===== config.mk =====
export PLATFORM = sky130hd
export DESIGN_NAME = cau_cell
export DESIGN_NICKNAME = d
export VERILOG_FILES = /design/src/sv/cau_cell.sv
export SDC_FILE = /design/constraint.sdc
export NUM_CORES = 1
export LEC_CHECK = 0
export ABC_CLOCK_PERIOD_IN_PS = 3000
export BUFFER_PORTS_ARGS = -buffer_cell sky130_fd_sc_hd__buf_4
export CAP_MARGIN = 15
export CORE_AREA = 10 10 224 226
export CTS_CLUSTER_DIAMETER = 30
export DETAILED_ROUTE_END_ITERATION = 12
export DIE_AREA = 0 0 234 236
export SLEW_MARGIN = 20
export SYNTH_ARGS = -nofsm -noshare
export SYNTH_HDL_FRONTEND = slang
export SYNTH_SLANG_ARGS = --single-unit

===== constraint.sdc =====
create_clock -name clk_i -period 3 [get_ports clk_i]
set_input_delay 0.15 -clock clk_i [delete_from_list [all_inputs] [get_ports clk_i]]
set_output_delay 0.15 -clock clk_i [all_outputs]
set_load 0.005 [all_outputs]

===== src/sv/cau_cell.sv =====
// ----------------------------------------------------------------------------
// cau_cell
// One restoring-division cell: decides one quotient bit and passes on.
// ----------------------------------------------------------------------------
`default_nettype none

module cau_cell #(
  parameter int unsigned DW  = 64,
  parameter int unsigned NW  = 80,
  parameter int unsigned BIT = 0
) (
  input  wire logic          clk_i,
  input  wire logic          en_i,
  input  wire logic [NW-1:0] num_i,
  input  wire logic [DW-1:0] den_i,
  input  wire logic [DW-1:0] rem_i,
  input  wire logic [NW-1:0] quo_i,
  output logic      [NW-1:0] num_o,
  output logic      [DW-1:0] den_o,
  output logic      [DW-1:0] rem_o,
  output logic      [NW-1:0] quo_o
);

  logic [DW:0]   trial;
  logic [DW:0]   diff;
  logic          ge;
  logic [DW-1:0] rem_d;
  logic [NW-1:0] quo_d;

  // shift in the next numerator bit and try the subtract
  always_comb begin
    trial = {rem_i, num_i[BIT]};
    diff  = trial - (DW+1)'(den_i);
    ge    = (trial >= (DW+1)'(den_i));
    rem_d = ge ? diff[DW-1:0] : trial[DW-1:0];
    quo_d = quo_i;
    quo_d[BIT] = ge;
  end

  // hand over to the next cell
  always_ff @(posedge clk_i) begin
    if (en_i) begin
      num_o <= num_i;
      den_o <= den_i;
      rem_o <= rem_d;
      quo_o <= quo_d;
    end
  end

endmodule

`default_nettype wire


==> results.json <==
{
  "avgSynthCellArea_um2": 12.8,
  "cts_tree": "done",
  "hold_violations": 0,
  "holdCritPathClass": "in -> reg",
  "grtUsageMet2": 0.381,
  "gr-max-usage-layer": "met2",
  "yosys_warnings": 0,
  "required_ns": 3.32,
  "async_reset_ff_frac": 0,
  "clk_path_buf_depth": 3,
  "min_to": "num_o[13]",
  "dieArea_um2": 55200,
  "final_util": 0.548,
  "worst-path-max-fanout": 5,
  "fin_crit_ns": 2.90,
  "cts.sinks": 288,
  "drc_errors": 0,
  "relSlewSlack": 0.589,
  "fp.dieW_um": 234,
  "wl_per_cell_um": 22.3,
  "crit_path_end_kind": "flop",
  "place_congestion": 0.860,
  "synth_top_area_cell": "edfxtp_1",
  "ys_seq_area_frac": 0.640,
  "period_share": 0.968,
  "grt.met1_usage": 0.229,
  "cp_common_cell": "buf_4",
  "dp_cells": 2354,
  "tightest_slew_ns": 0.617,
  "grt_pass1_wl_um": 89600,
  "worst-endpoint-arrival_ns": 3.23,
  "hpwl_um": 45500,
  "syn-cell-area_um2": 13500,
  "rsz0062_at_grt": "false",
  "hold_depth": 1,
  "instances_no_fill": 2781,
  "io_pins": 578,
  "power.density_nw_per_um2": 623,
  "die_height_um": 236,
  "yosysTopAreaCellShare": 0.640,
  "htreeDepth": 3,
  "drt_iter0_markers": 841,
  "yosysUniqueCellTypes": 64,
  "critical-path-max-stage-delay_ns": 0.55,
  "grt_max_degree": 75,
  "hp-start": "en_i",
  "antenna_found_initial": 9,
  "cp_top_family": "compound AO/OA/AOI/OAI gates",
  "final-max-slew-violation-count": 0,
  "grt_util_met3": 0.0616,
  "finalSetupTns_ns": 0,
  "status": "complete, no violations",
  "core_um2": 45900,
  "synthesis.nets": 1412,
  "layout_setup_ws_ns": 0.0954,
  "synthTopCellsByArea": "edfxtp_1 64%, ha_1 5.9%, a21oi_1 4.5%, xnor2_1 2.3%, nor2_1 2.3%",
  "numCtsBuffers": 72,
  "setup_viol": 0,
  "synthCells": 1057,
  "final_nets": 2468,
  "grt_usage": 0.217,
  "viasPerCell": 4.64,
  "initial_core_util": 0.295,
  "rows": 79,
  "io_buffers": 576,
  "ys_dominant_reg_cell": "edfxtp_1",
  "vias": 12900,
  "cp_slowest_cell": "dlygate4sd3_1",
  "drtAntennaViolNets": 0,
  "final_layout_size_suffix_gt1_frac": 0.418,
  "ctsRootBufferMaster": "clkbuf_16",
  "grt_overflow": 0,
  "grt_pass1_vias": 14000,
  "crit_buf_inv": 5,
  "cp.depth": 15,
  "clk_pin_slew_ns": 0.05,
  "vdd_drop_max_mv": 0.459,
  "fmax_ghz": 0.344,
  "yosys_register_bits": 288,
  "p_leak_nw": 11.0,
  "synth_edf_count": 288,
  "wl_um": 62000,
  "dp_slack_ns": -0.696,
  "critPathKind": "in -> reg",
  "maxCapViolations": 0,
  "path_cells": "dlygate4sd3_1 -> buf_4 -> inv_1 -> ha_4 -> buf_4 -> nand4_1 -> buf_4 -> or2_2 -> o22ai_1 -> a311o_1 -> a31o_4 -> a21o_4 -> a31oi_4 -> xnor2_1 -> mux2_4",
  "start_kind": "input port",
  "syn_to_final_growth_pct": 85.8,
  "drt-pass1-iter-count": 5
}
## stage by stage
step | hold WS, ns | area [um^2] | total power [mW]
after floorplan | 0.249 | 13500 | 6.11
after global placement | 0.328 | 19600 | 7.79
after detailed placement | 0.329 | 19600 | 7.81
after CTS | 0.0508 | 24900 | 15.7
after global routing | 0.0590 | 25100 | 16.3
final | 0.0431 | 25100 | 15.7
## layer usage
layer	routed length, um	part of all wire	up-vias
met5	43	0.00069	-
met4	3090	0.050	6
met3	4600	0.074	126
met2	31500	0.51	504
met1	22700	0.37	6185
li1	-	-	6071
## Yosys cell counts, drive strengths merged, types with 24 or more instances
master and instances:
xor2 25, a21oi 127, nor2 84, xnor2 36, a21o 34, o21ai 41
edfxtp 288, inv 81, ha 64, nand4 27, nand2 56, clkbuf 24
## registers in the layout, summed over array words and instances, names as in the netlist
signal and count:
num_o 80, quo_o 80, den_o 64, rem_o 64
## what timing repair did
item	4_1_cts	5_1_grt
gates resized for setup	1	28
endpoints found under the hold margin	286	0
pin swaps	0	11
hold buffers	286	0
gates cloned	0	1
buffers inserted	0	5
endpoints found under the setup margin	28	65
## how the worst max path moves through the flow
stage	from	endpoint	slack, ns
final	den_i[22]	rem_o[52]	0.1
after global routing	rem_i[38]	rem_o[60]	0.02
after CTS	rem_i[46]	rem_o[29]	0.01
after detailed placement	den_i[1]	rem_o[29]	-0.70
after global placement	den_i[1]	rem_o[13]	-0.64
after floorplan	num_i[0]	rem_o[52]	0.003
## power breakdown
group          switching (mW)  internal (mW)  total (mW)
clock                    2.44           5.07        7.50
sequential              0.134           4.93        5.07
combinational            1.42           1.66        3.08
## cell type report
type	count	area (um^2)
clock buffer	84	1870
sequential	288	8650
clock inverter	46	488
antenna	5	12.5
multi-input combinational	644	4520
inverter	81	304
tap	607	759
timing repair buffer	1026	8510
fill	3760	20700
## layout by cell type, fill, tap and decap left out, types with 12 or more instances in the layout
master / n
a21o_1: 33
xor2_1: 25
buf_4: 731
a21oi_1: 119
clkbuf_16: 74
nand3_1: 14
mux2_2: 19
inv_1: 81
dlygate4sd3_1: 286
edfxtp_1: 288
clkinv_1: 12
ha_1: 60
nor2_1: 83
xnor2_1: 36
nand4_1: 27
nand2_1: 56
o21ai_0: 36
## kinds of logic (layout without fill, tap and decap cells)
| group | count (synthesis) | in the layout | share of synthesized area |
|---|---|---|---|
| buffers and inverters | 125 | 1237 | 0.0382 |
| xor gates and xnor gates | 61 | 61 | 0.0395 |
| muxes | 20 | 20 | 0.0169 |
| DFF | 288 | 288 | 0.640 |
| adders and majority gates | 65 | 65 | 0.0607 |
| and+or+nand+nor | 231 | 231 | 0.0793 |
| other | 0 | 5 | 0 |
| AOI/OAI and AO/OA | 267 | 267 | 0.125 |
No activity file was read; power rests on OpenSTA's default activity.
